[src/rtl/core/ubps_pkg.sv]
`default_nettype none

package ubps_pkg;

	// Defaults of the top-level parameters
	localparam int COUNT_WIDTH_DEF = 24;
	localparam int LINE_BUFFER_DEF = 96;

	// Fixed field widths
	localparam int BYTE_W  = 8;
	localparam int PCT_W   = 7;
	localparam int SCORE_W = 32;
	localparam int TOTAL_W = 24;
	localparam int LEN_W   = 7;

	// Queue between front and back
	localparam int QUEUE_DEPTH = 4;

	// Divider produces one quotient bit per step; the percentage never exceeds 100
	localparam int DIV_STEPS = 7;

	// Character codes
	localparam logic [BYTE_W-1:0] CH_DOLLAR  = 8'h24;
	localparam logic [BYTE_W-1:0] CH_G       = 8'h47;
	localparam logic [BYTE_W-1:0] CH_CR      = 8'h0D;
	localparam logic [BYTE_W-1:0] CH_LF      = 8'h0A;
	localparam logic [BYTE_W-1:0] CH_SPACE   = 8'h20;
	localparam logic [BYTE_W-1:0] CH_TILDE   = 8'h7E;
	localparam logic [BYTE_W-1:0] UBX_SYNC1  = 8'hB5;
	localparam logic [BYTE_W-1:0] UBX_SYNC2  = 8'h62;

	// Score weights
	localparam int W_DOLLAR = 300;
	localparam int W_NMEA   = 1000;
	localparam int W_UBX    = 1000;
	localparam int W_BONUS  = 200;
	localparam int W_BITS   = 10;

	// Shortest line that counts as NMEA
	localparam int NMEA_MIN_LEN = 6;

	// Register indexes
	typedef enum logic [0:0] {
		CFG_MIN_BYTES = 1'b0,
		CFG_PCT_MIN   = 1'b1
	} cfg_idx_t;

	// Operation codes
	typedef enum logic [0:0] {
		OP_DATA  = 1'b0,
		OP_CLOSE = 1'b1
	} op_t;

	// Configuration seen by the back end
	typedef struct packed {
		logic [BYTE_W-1:0] min_bytes;
		logic [PCT_W-1:0]  pct_min;
	} cfg_t;

	// Classified request as queued between front and back
	typedef struct packed {
		logic              close;
		logic              printable;
		logic              dollar;
		logic              eol;
		logic              is_g;
		logic              is_sync1;
		logic              is_sync2;
	} entry_t;

endpackage

`default_nettype wire

[src/rtl/core/ubps_if.sv]
`default_nettype none

// Input request channel
interface ubps_item_if;
	import ubps_pkg::*;

	logic              valid;
	logic              ready;
	logic              operation;
	logic [BYTE_W-1:0] data_byte;

	modport source (output valid, output operation, output data_byte, input ready);
	modport sink   (input valid, input operation, input data_byte, output ready);
endinterface

// Report channel
interface ubps_result_if;
	import ubps_pkg::*;

	logic               valid;
	logic               ready;
	logic [SCORE_W-1:0] score;
	logic               plausible;
	logic [TOTAL_W-1:0] total_bytes;
	logic [PCT_W-1:0]   printable_percent;
	logic [TOTAL_W-1:0] dollar_total;
	logic [TOTAL_W-1:0] nmea_total;
	logic [TOTAL_W-1:0] ubx_sync_total;

	modport source (output valid, output score, output plausible, output total_bytes,
		output printable_percent, output dollar_total, output nmea_total,
		output ubx_sync_total, input ready);
	modport sink (input valid, input score, input plausible, input total_bytes,
		input printable_percent, input dollar_total, input nmea_total,
		input ubx_sync_total, output ready);
endinterface

`default_nettype wire

[src/rtl/core/ubps_front.sv]
`default_nettype none

module ubps_front (
	ubps_item_if.sink          item,
	input  wire logic          full,
	output logic               push,
	output ubps_pkg::entry_t   push_data
);
	import ubps_pkg::*;

	// Take a request whenever the queue has room
	assign item.ready = !full;
	assign push       = item.valid && !full;

	// Classify the byte once so the back end only sees flags
	always_comb begin
		push_data.close     = (item.operation == OP_CLOSE);
		push_data.printable = (item.data_byte >= CH_SPACE) && (item.data_byte <= CH_TILDE);
		push_data.dollar    = (item.data_byte == CH_DOLLAR);
		push_data.eol       = (item.data_byte == CH_CR) || (item.data_byte == CH_LF);
		push_data.is_g      = (item.data_byte == CH_G);
		push_data.is_sync1  = (item.data_byte == UBX_SYNC1);
		push_data.is_sync2  = (item.data_byte == UBX_SYNC2);
	end

endmodule

`default_nettype wire

[src/rtl/core/ubps_fifo.sv]
`default_nettype none

module ubps_fifo #(
	parameter int DEPTH = ubps_pkg::QUEUE_DEPTH
) (
	input  wire logic             clk,
	input  wire logic             arst_n,
	input  wire logic             push,
	input  wire ubps_pkg::entry_t push_data,
	input  wire logic             pop,
	output logic                  full,
	output logic                  rd_valid,
	output ubps_pkg::entry_t      rd_data
);
	import ubps_pkg::*;

	localparam int PTR_W = (DEPTH > 1) ? $clog2(DEPTH) : 1;
	localparam int CNT_W = $clog2(DEPTH + 1);

	entry_t             mem_q [DEPTH];
	logic [PTR_W-1:0]   wr_ptr_q;
	logic [PTR_W-1:0]   rd_ptr_q;
	logic [CNT_W-1:0]   cnt_q;
	logic               do_push;
	logic               do_pop;

	assign full     = (cnt_q == CNT_W'(DEPTH));
	assign rd_valid = (cnt_q != '0);
	assign rd_data  = mem_q[rd_ptr_q];
	assign do_push  = push && !full;
	assign do_pop   = pop && rd_valid;

	// Storage
	always_ff @(posedge clk) begin
		if (do_push) begin
			mem_q[wr_ptr_q] <= push_data;
		end
	end

	// Pointers and fill count
	always_ff @(posedge clk or negedge arst_n) begin
		if (!arst_n) begin
			wr_ptr_q <= '0;
			rd_ptr_q <= '0;
			cnt_q    <= '0;
		end else begin
			if (do_push) begin
				wr_ptr_q <= (wr_ptr_q == PTR_W'(DEPTH - 1)) ? '0 : wr_ptr_q + 1'b1;
			end
			if (do_pop) begin
				rd_ptr_q <= (rd_ptr_q == PTR_W'(DEPTH - 1)) ? '0 : rd_ptr_q + 1'b1;
			end
			case ({do_push, do_pop})
				2'b10:   cnt_q <= cnt_q + 1'b1;
				2'b01:   cnt_q <= cnt_q - 1'b1;
				default: cnt_q <= cnt_q;
			endcase
		end
	end

`ifndef SYNTHESIS
	a_cnt_bound: assert property (@(posedge clk) disable iff (!arst_n)
		cnt_q <= CNT_W'(DEPTH))
		else $error("queue count beyond depth");
	a_ptr_gap: assert property (@(posedge clk) disable iff (!arst_n)
		(cnt_q == '0) |-> (wr_ptr_q == rd_ptr_q))
		else $error("empty queue with pointers apart");
	a_pop_count: assert property (@(posedge clk) disable iff (!arst_n)
		(do_pop && !do_push) |=> (cnt_q == $past(cnt_q) - 1'b1))
		else $error("pop did not lower the count");
`endif

endmodule

`default_nettype wire

[src/rtl/core/ubps_back.sv]
`default_nettype none

module ubps_back #(
	parameter int COUNT_WIDTH = ubps_pkg::COUNT_WIDTH_DEF,
	parameter int LINE_BUFFER = ubps_pkg::LINE_BUFFER_DEF
) (
	input  wire logic             clk,
	input  wire logic             arst_n,
	input  wire ubps_pkg::cfg_t   cfg,
	input  wire logic             rd_valid,
	input  wire ubps_pkg::entry_t rd_data,
	output logic                  pop,
	ubps_result_if.source         result
);
	import ubps_pkg::*;

	localparam int CW     = COUNT_WIDTH;
	localparam int DIV_W  = CW + PCT_W;
	localparam int PROD_W = CW + W_BITS;
	localparam int SUM_W  = (CW + 12 > SCORE_W + 1) ? CW + 12 : SCORE_W + 1;
	localparam int STEP_W = $clog2(DIV_STEPS + 1);

	typedef enum logic [1:0] {
		ST_IDLE,
		ST_CALC,
		ST_FINISH
	} state_t;

	state_t             state_q;
	logic [STEP_W-1:0]  step_q;

	// Window counters and line tracker
	logic [CW-1:0]      byte_cnt_q;
	logic [CW-1:0]      prn_cnt_q;
	logic [CW-1:0]      dollar_cnt_q;
	logic [CW-1:0]      nmea_cnt_q;
	logic [CW-1:0]      ubx_cnt_q;
	logic               prev_sync1_q;
	logic               line_active_q;
	logic [LEN_W-1:0]   line_len_q;
	logic               second_g_q;

	// Report datapath
	logic [DIV_W-1:0]   rem_q;
	logic [DIV_W-1:0]   dsr_q;
	logic [PCT_W-1:0]   quot_q;
	logic [PROD_W-1:0]  prod_q;
	logic [SUM_W-1:0]   acc_q;

	logic               take_data;
	logic               take_close;
	logic               out_free;
	logic [CW-1:0]      mul_opnd;
	logic [W_BITS-1:0]  mul_const;
	logic [PCT_W-1:0]   pct;
	logic               bonus;
	logic               plaus;
	logic [SUM_W-1:0]   sum;
	logic [SCORE_W-1:0] score_sat;

	assign pop        = (state_q == ST_IDLE) && rd_valid;
	assign take_data  = pop && !rd_data.close;
	assign take_close = pop && rd_data.close;
	assign out_free   = !result.valid || result.ready;

	// Report arithmetic from the finished divider and accumulator
	always_comb begin
		pct   = (byte_cnt_q == '0) ? '0 : quot_q;
		bonus = (byte_cnt_q > CW'(cfg.min_bytes)) && (pct >= cfg.pct_min);
		sum   = acc_q + SUM_W'(pct) + (bonus ? SUM_W'(W_BONUS) : '0);
		score_sat = (sum[SUM_W-1:SCORE_W] != '0) ? '1 : sum[SCORE_W-1:0];
		if ((nmea_cnt_q != '0) || (ubx_cnt_q != '0)) begin
			plaus = 1'b1;
		end else if (byte_cnt_q < CW'(cfg.min_bytes)) begin
			plaus = 1'b0;
		end else begin
			plaus = (pct >= cfg.pct_min) && (dollar_cnt_q != '0);
		end
	end

	// One shared multiplier walks the weighted terms
	always_comb begin
		case (step_q)
			STEP_W'(0): begin
				mul_opnd  = dollar_cnt_q;
				mul_const = W_BITS'(W_DOLLAR);
			end
			STEP_W'(1): begin
				mul_opnd  = nmea_cnt_q;
				mul_const = W_BITS'(W_NMEA);
			end
			default: begin
				mul_opnd  = ubx_cnt_q;
				mul_const = W_BITS'(W_UBX);
			end
		endcase
	end

	// Divider and score accumulator
	always_ff @(posedge clk) begin
		if (take_close) begin
			rem_q  <= DIV_W'(prn_cnt_q) * DIV_W'(100);
			dsr_q  <= DIV_W'(byte_cnt_q) << (DIV_STEPS - 1);
			quot_q <= '0;
			acc_q  <= '0;
		end else if (state_q == ST_CALC) begin
			// restoring divide, one quotient bit a step
			if (rem_q >= dsr_q) begin
				rem_q  <= rem_q - dsr_q;
				quot_q <= {quot_q[PCT_W-2:0], 1'b1};
			end else begin
				quot_q <= {quot_q[PCT_W-2:0], 1'b0};
			end
			dsr_q  <= dsr_q >> 1;
			prod_q <= PROD_W'(mul_opnd) * PROD_W'(mul_const);
			if ((step_q >= STEP_W'(1)) && (step_q <= STEP_W'(3))) begin
				acc_q <= acc_q + SUM_W'(prod_q);
			end
		end
	end

	// Control, window state and report register
	always_ff @(posedge clk or negedge arst_n) begin
		if (!arst_n) begin
			state_q                  <= ST_IDLE;
			step_q                   <= '0;
			byte_cnt_q               <= '0;
			prn_cnt_q                <= '0;
			dollar_cnt_q             <= '0;
			nmea_cnt_q               <= '0;
			ubx_cnt_q                <= '0;
			prev_sync1_q             <= 1'b0;
			line_active_q            <= 1'b0;
			line_len_q               <= '0;
			second_g_q               <= 1'b0;
			result.valid             <= 1'b0;
			result.score             <= '0;
			result.plausible         <= 1'b0;
			result.total_bytes       <= '0;
			result.printable_percent <= '0;
			result.dollar_total      <= '0;
			result.nmea_total        <= '0;
			result.ubx_sync_total    <= '0;
		end else begin
			// a new report is loaded in ST_FINISH instead
			if (result.valid && result.ready && (state_q != ST_FINISH)) begin
				result.valid <= 1'b0;
			end
			case (state_q)
				ST_IDLE: begin
					if (take_close) begin
						state_q <= ST_CALC;
						step_q  <= '0;
					end else if (take_data) begin
						if (~&byte_cnt_q) byte_cnt_q <= byte_cnt_q + 1'b1;
						if (rd_data.printable && ~&prn_cnt_q) prn_cnt_q <= prn_cnt_q + 1'b1;
						// NMEA line tracking
						if (rd_data.dollar) begin
							if (~&dollar_cnt_q) dollar_cnt_q <= dollar_cnt_q + 1'b1;
							line_active_q <= 1'b1;
							line_len_q    <= LEN_W'(1);
							second_g_q    <= 1'b0;
						end else if (line_active_q && rd_data.eol) begin
							if ((line_len_q >= LEN_W'(NMEA_MIN_LEN)) && second_g_q
								&& ~&nmea_cnt_q) begin
								nmea_cnt_q <= nmea_cnt_q + 1'b1;
							end
							line_active_q <= 1'b0;
							line_len_q    <= '0;
							second_g_q    <= 1'b0;
						end else if (line_active_q) begin
							if (line_len_q < LEN_W'(LINE_BUFFER - 1)) begin
								if (line_len_q == LEN_W'(1)) second_g_q <= rd_data.is_g;
								line_len_q <= line_len_q + 1'b1;
							end else begin
								line_active_q <= 1'b0;
							end
						end
						// UBX sync pair
						if (prev_sync1_q && rd_data.is_sync2 && ~&ubx_cnt_q) begin
							ubx_cnt_q <= ubx_cnt_q + 1'b1;
						end
						prev_sync1_q <= rd_data.is_sync1;
					end
				end
				ST_CALC: begin
					step_q <= step_q + 1'b1;
					if (step_q == STEP_W'(DIV_STEPS - 1)) begin
						state_q <= ST_FINISH;
					end
				end
				ST_FINISH: begin
					if (out_free) begin
						result.valid             <= 1'b1;
						result.score             <= score_sat;
						result.plausible         <= plaus;
						result.total_bytes       <= TOTAL_W'(byte_cnt_q);
						result.printable_percent <= pct;
						result.dollar_total      <= TOTAL_W'(dollar_cnt_q);
						result.nmea_total        <= TOTAL_W'(nmea_cnt_q);
						result.ubx_sync_total    <= TOTAL_W'(ubx_cnt_q);
						// window closed: start fresh
						byte_cnt_q    <= '0;
						prn_cnt_q     <= '0;
						dollar_cnt_q  <= '0;
						nmea_cnt_q    <= '0;
						ubx_cnt_q     <= '0;
						prev_sync1_q  <= 1'b0;
						line_active_q <= 1'b0;
						line_len_q    <= '0;
						second_g_q    <= 1'b0;
						state_q       <= ST_IDLE;
					end
				end
				default: state_q <= ST_IDLE;
			endcase
		end
	end

`ifndef SYNTHESIS
	a_prn_le_bytes: assert property (@(posedge clk) disable iff (!arst_n)
		prn_cnt_q <= byte_cnt_q)
		else $error("printable count above byte count");
	a_line_bound: assert property (@(posedge clk) disable iff (!arst_n)
		{1'b0, line_len_q} < (LEN_W + 1)'(LINE_BUFFER))
		else $error("line length past buffer");
	a_pct_range: assert property (@(posedge clk) disable iff (!arst_n)
		(state_q == ST_FINISH) |-> (pct <= PCT_W'(100)))
		else $error("percentage above 100");
	a_no_pop_busy: assert property (@(posedge clk) disable iff (!arst_n)
		(state_q != ST_IDLE) |-> !pop)
		else $error("queue popped during report");
	a_close_to_calc: assert property (@(posedge clk) disable iff (!arst_n)
		take_close |=> (state_q == ST_CALC) && (step_q == '0))
		else $error("close request did not start report");
`endif

endmodule

`default_nettype wire

[src/rtl/core/uart_baud_plausibility_scorer_core.sv]
`default_nettype none

// UART baud plausibility scorer. Feed the bytes received during one sampling
// window as data requests; a close request produces one report (score,
// plausible flag, printable percentage and the byte, '$', NMEA line and UBX
// sync counts) and clears the window. The front end classifies and queues a
// request every cycle while its four-entry queue has room. The back end
// retires a data byte in the same cycle that it pops it. A close is picked
// up, then runs the seven steps of the shared restoring divider that forms
// the printable percentage (the weighted terms go through one multiplier in
// the same steps), and then loads the report register when the previous
// report, if any, is taken. Requests behind a close stay in the queue
// meanwhile. No clearing pass is needed after reset.
module uart_baud_plausibility_scorer_core #(
	parameter int COUNT_WIDTH = ubps_pkg::COUNT_WIDTH_DEF,
	parameter int LINE_BUFFER = ubps_pkg::LINE_BUFFER_DEF
) (
	input  wire logic                         clk,
	input  wire logic                         arst_n,
	input  wire logic                         cfg_we,
	input  wire logic [0:0]                   cfg_index,
	input  wire logic [ubps_pkg::BYTE_W-1:0]  cfg_data,
	ubps_item_if.sink                         item,
	ubps_result_if.source                     result
);
	import ubps_pkg::*;

	cfg_t   cfg_q;
	logic   full;
	logic   push;
	entry_t push_data;
	logic   pop;
	logic   rd_valid;
	entry_t rd_data;

	// Configuration registers
	always_ff @(posedge clk or negedge arst_n) begin
		if (!arst_n) begin
			cfg_q.min_bytes <= BYTE_W'(20);
			cfg_q.pct_min   <= PCT_W'(70);
		end else if (cfg_we) begin
			case (cfg_idx_t'(cfg_index))
				CFG_MIN_BYTES: cfg_q.min_bytes <= cfg_data;
				CFG_PCT_MIN:   cfg_q.pct_min   <= cfg_data[PCT_W-1:0];
				default:       cfg_q           <= cfg_q;
			endcase
		end
	end

	ubps_front u_front (
		.item      (item),
		.full      (full),
		.push      (push),
		.push_data (push_data)
	);

	ubps_fifo #(
		.DEPTH (QUEUE_DEPTH)
	) u_fifo (
		.clk       (clk),
		.arst_n    (arst_n),
		.push      (push),
		.push_data (push_data),
		.pop       (pop),
		.full      (full),
		.rd_valid  (rd_valid),
		.rd_data   (rd_data)
	);

	ubps_back #(
		.COUNT_WIDTH (COUNT_WIDTH),
		.LINE_BUFFER (LINE_BUFFER)
	) u_back (
		.clk      (clk),
		.arst_n   (arst_n),
		.cfg      (cfg_q),
		.rd_valid (rd_valid),
		.rd_data  (rd_data),
		.pop      (pop),
		.result   (result)
	);

endmodule

`default_nettype wire

[src/flat_wrapper.sv]
// flat-port wrapper written by rule: the top's interface ports become plain ports
module uart_baud_plausibility_scorer_core_flat import ubps_pkg::*;
#(
	parameter int COUNT_WIDTH = ubps_pkg::COUNT_WIDTH_DEF,
	parameter int LINE_BUFFER = ubps_pkg::LINE_BUFFER_DEF
)
  (clk, arst_n, cfg_we, cfg_index, cfg_data, item_valid, item_operation, item_data_byte, item_ready, result_valid, result_score, result_plausible, result_total_bytes, result_printable_percent, result_dollar_total, result_nmea_total, result_ubx_sync_total, result_ready);
  ubps_item_if item_i ();
  ubps_result_if result_i ();
  input  wire logic clk;
  input  wire logic arst_n;
  input  wire logic cfg_we;
  input  wire logic [0:0] cfg_index;
  input  wire logic [ubps_pkg::BYTE_W-1:0] cfg_data;
  input wire logic [$bits(item_i.valid)-1:0] item_valid;
  input wire logic [$bits(item_i.operation)-1:0] item_operation;
  input wire logic [$bits(item_i.data_byte)-1:0] item_data_byte;
  output wire logic [$bits(item_i.ready)-1:0] item_ready;
  output wire logic [$bits(result_i.valid)-1:0] result_valid;
  output wire logic [$bits(result_i.score)-1:0] result_score;
  output wire logic [$bits(result_i.plausible)-1:0] result_plausible;
  output wire logic [$bits(result_i.total_bytes)-1:0] result_total_bytes;
  output wire logic [$bits(result_i.printable_percent)-1:0] result_printable_percent;
  output wire logic [$bits(result_i.dollar_total)-1:0] result_dollar_total;
  output wire logic [$bits(result_i.nmea_total)-1:0] result_nmea_total;
  output wire logic [$bits(result_i.ubx_sync_total)-1:0] result_ubx_sync_total;
  input wire logic [$bits(result_i.ready)-1:0] result_ready;
  assign item_i.valid = item_valid;
  assign item_i.operation = item_operation;
  assign item_i.data_byte = item_data_byte;
  assign item_ready = item_i.ready;
  assign result_valid = result_i.valid;
  assign result_score = result_i.score;
  assign result_plausible = result_i.plausible;
  assign result_total_bytes = result_i.total_bytes;
  assign result_printable_percent = result_i.printable_percent;
  assign result_dollar_total = result_i.dollar_total;
  assign result_nmea_total = result_i.nmea_total;
  assign result_ubx_sync_total = result_i.ubx_sync_total;
  assign result_i.ready = result_ready;
  uart_baud_plausibility_scorer_core #(.COUNT_WIDTH(COUNT_WIDTH), .LINE_BUFFER(LINE_BUFFER)) u_core (.clk(clk), .arst_n(arst_n), .cfg_we(cfg_we), .cfg_index(cfg_index), .cfg_data(cfg_data), .item(item_i), .result(result_i));
endmodule
[config.mk]
export PLATFORM = sky130hd
export DESIGN_NAME = uart_baud_plausibility_scorer_core_flat
export DESIGN_NICKNAME = d
export VERILOG_FILES = /design/src/rtl/core/ubps_pkg.sv /design/src/rtl/core/ubps_if.sv /design/src/rtl/core/ubps_front.sv /design/src/rtl/core/ubps_fifo.sv /design/src/rtl/core/ubps_back.sv /design/src/rtl/core/uart_baud_plausibility_scorer_core.sv /design/src/flat_wrapper.sv
export SDC_FILE = /design/constraint.sdc
export NUM_CORES = 2
export LEC_CHECK = 0
export BUFFER_PORTS_ARGS = -buffer_cell sky130_fd_sc_hd__buf_4
export CORE_MARGIN = 4
export CORE_UTILIZATION = 30
export DETAILED_ROUTE_END_ITERATION = 16
export PLACE_DENSITY = 0.55
export SETUP_SLACK_MARGIN = 0.3
export SKIP_CTS_REPAIR_TIMING = 1
export SLEW_MARGIN = 0
export SYNTH_ARGS = -nofsm -noshare
export SYNTH_HDL_FRONTEND = slang
export SYNTH_HIERARCHICAL = 1
export SYNTH_SLANG_ARGS = --single-unit
export TNS_END_PERCENT = 10
[constraint.sdc]
create_clock -name clk -period 14.8 [get_ports clk]
set_input_delay 2.22 -clock clk [delete_from_list [all_inputs] [get_ports clk]]
set_output_delay 2.22 -clock clk [all_outputs]
set_load 0.1 [all_outputs]
==> summary.txt <==
Yosys
  – Ys Warns: 6
  – Synth area leader: dfrtp_1
  – Synthesis-stage register bit count: 456
  – Synth top area share: 22.5%
  – Post-synth ARST share: between 60% and 70%
  – Cell Area, Synth: 0.0322 mm^2
  – Count leader, synth: nand2_1
  – Top cells by area, synth: dfrtp_1 22%, ha_1 12%, edfxtp_1 11%
  – Post-synth EDFFs: roughly 110
  – Mapped Cells: 3475
  – Synth cell count leaders: 518 x nand2_1, 393 x inv_1, 307 x ha_1
  – Ys flop type: dfrtp_1
  – Syn_area_per_cell: 9.27 um^2
  – Post-synth cell types: 106
  – Seq/Total Area, Yosys: 36.5%

Power
  – PwrDens: 184 mW/mm^2
  – Clock power share: 21.0%
  – Power share of the combinational group: approximately half
  – Leakage: 0.0179 uW
  – Sw Pwr: 3090 uW
  – VDD IR max: 0.137 mV
  – Switching part of the total: 45.6%
  – Share of total power in sequential cells: 29.2%
  – Int Pwr: 3680 uW

Final layout
  – Fin area: roughly 0.037 mm^2
  – Synth-to-layout area growth: 14.0%
  – Final nets: 4057
  – Area of the multi-input gates: 0.0185 mm^2
  – Filler cell count: roughly 11k
  – FF+latch area: 0.0117 mm^2
  – Final Util: 34.7%
  – Layout cells sized above 1: 9.50%

Global route
  – GRT Util Overall: 15.5%
  – Initial antenna violation count: 1
  – Vias in the first global route: 24.5k
  – First-pass GRT wire length: 140000 um
  – Largest net degree at the start of global routing: 112
  – Gr ovfl total: 0

Job
  – Max-cap violations: 0

Critical path
  – Critical path peak fanout: 29
  – CP cell instances: inv_1 -> nand2_1 -> nor2_1 -> buf_4 -> a22o_1 -> a21oi_1 -> nor2_1 -> fa_1 -> ha_1 -> xor2_1 -> fa_1 -> fa_1 -> ha_1 -> ha_1 -> a2111oi_2 -> o211ai_1 -> a21oi_1 -> o21ai_1 -> a21oi_1 -> o211ai_1 -> and4_1 -> or3_1
  – CP Class: flip-flop to flip-flop
  – Crit. End Element: flip-flop
  – Critical path's largest stage delay: a little over 500 ps
  – Slowest cell on crit path: fa_1
  – Worst EP arrival: 7520 ps
  – Req. time, crit path: 15160 ps
  – Startpoint types: flip-flop

Clock network
  – CTS H-tree depth: 2
  – CTS tree: built
  – Clock slew seen by the registers of the worst setup and hold paths: around 60 ps
  – Worst-Skew Late Latency: 630 ps
  – Sink Count: 456
  – Num CTS Buffers: 55
  – Root Buffer: clkbuf_16
  – Number of buffers on the longest clock path: 3

STA
  – Setup-failing EPs final: 0
  – Slew @ Worst Pin: 1140 ps
  – Fmax: 140 MHz
  – Slew margin rel.: between 20% and 30%
  – RSZ-0062 raised after global routing: false
  – Max-slew violations: 0
  – Post-route minimum period: 7160 ps
  – Setup Skew: approximately 34 ps
  – Tcrit/Tclk final: ~48%
  – Final Hold Vio Count: 0
  – Sum Neg Setup Slack: 0 ps

Routing
  – Drt pass-1 iters: 5
  – Final wirelength: 88100 um
  – Routed WL per cell: 17.5 um
  – DRC Markers: 0
  – Antenna Nets Post-Route: 0
  – Drt via density: 4.88
  – Vias: about 25k
  – Initial DRC Count: approximately 1.8k

Min path
  – Worst Hold Class: flip-flop to flip-flop

Die
  – Die Height: roughly 340 um
  – Die width: 336 um
  – Std cell rows: 119
  – Initial Util: 30.4%
  – Die ar.: around 0.11 mm^2
  – Core Area: about 0.11 mm^2
  – IO Count: 161

Placement
  – Detail Placement HPWL: 67300 um
  – GPL Wtd Cong: 0.881
  – PortBufs: 160
  – Placed inst area: 0.0348 mm^2

Run status
  – Status: finished, final reports clean
power groups by stage:
stage	combinational (uW)	sequential, uW	clock (uW)
2_1_floorplan	2070	2410	0
3_3_place_gp	3330	2000	0
3_5_place_dp	3350	2000	0
4_1_cts	3370	1980	1460
5_1_grt	3740	2020	1510
6_report	3370	1980	1420
cells by family after synthesis:
family	synth area share [%]
buf+inv	6.14
compound gates	12.7
other cells	0.0116
flops	36.5
mux	1.75
fa+ha+maj	20.1
xor+xnor	5.71
simple gates	17.1
stage by stage:
| step | std cells | hold slack (ps) | total power [uW] | setup WS, ps |
|---|---|---|---|---|
| floorplan | 3477 | 437 | 4480 | 8270 |
| global placement | 4930 | 444 | 5320 | 7730 |
| detailed placement | 4930 | 451 | 5350 | 7620 |
| CTS | 5033 | 458 | 6820 | 7630 |
| global route | 5033 | 481 | 7270 | 7110 |
| finish | 5034 | 456 | 6770 | 7640 |
state kept, by name, summed over array words and instances (netlist names), 28 cells and up:
register	count
u_core/u_back/rem_q	31
u_core/u_back/prod_q	32
u_core/u_back/result.score	32
u_core/u_back/acc_q	34
u_core/u_fifo/mem_q	28
u_core/u_back/dsr_q	30
per-layer routing:
metal,vias up,part of all wire (%),track usage (%)
met4,2,2.3,3.98
met3,107,5.7,2.57
met2,585,42,23.2
li1,12100,-,-
met1,11800,50,23.2
met5,-,0.010,0
worst max-delay path: cells and delay by family (launching register included):
family	cells	cell delay, ps
fa+ha+maj	6	2510
simple gates	5	1830
compound gates	8	1580
flops	1	430
buf+inv	2	400
xor+xnor	1	170
worst paths after layout:
check                                   startpoint                             end  slack [ps]  cells past startpoint
setup / recovery           u_core/u_back/step_q[2]        u_core/u_back/prod_q[32]        7640                     22
hold / removal             u_core/u_back/quot_q[6]         u_core/u_back/quot_q[6]         460                      2
setup reg to reg           u_core/u_back/step_q[2]        u_core/u_back/prod_q[32]        7640                     22
hold reg to reg            u_core/u_back/quot_q[6]         u_core/u_back/quot_q[6]         460                      2
max in group asynchronous                   arst_n  u_core/u_back/result.score[30]       10930                      3
min in group asynchronous                   arst_n       u_core/u_fifo/wr_ptr_q[0]        1680                      1
layout by cell type (no fill, tap or decap), types with 28 or more instances in the layout:
cell type and count:
fa_1 131, nor2_1 260, a21o_1 55, buf_4 178
dfxtp_1 49, ha_1 307, nand3_1 92, xnor2_1 97
clkbuf_16 58, and3_1 30, nor3_1 31, dfrtp_1 289
and2_1 30, a21oi_1 192, edfxtp_1 113, nand2_1 518
nand4_1 50, inv_1 393, xor2_1 113, nor4_1 28
or3_1 35, o21ai_0 131
layout make-up:
cell class                 instances  share of cell area [%]
antenna                            1                 0.00681
clock buffer                      77                    4.34
clock inverter                    26                   0.821
inverter                         396                    4.05
multi-input combinational       2508                    50.4
sequential                       456                    32.0
tap                             1391                    4.74
timing repair buffer             179                    3.68
Note: power is estimated with default switching activity, not from simulation.
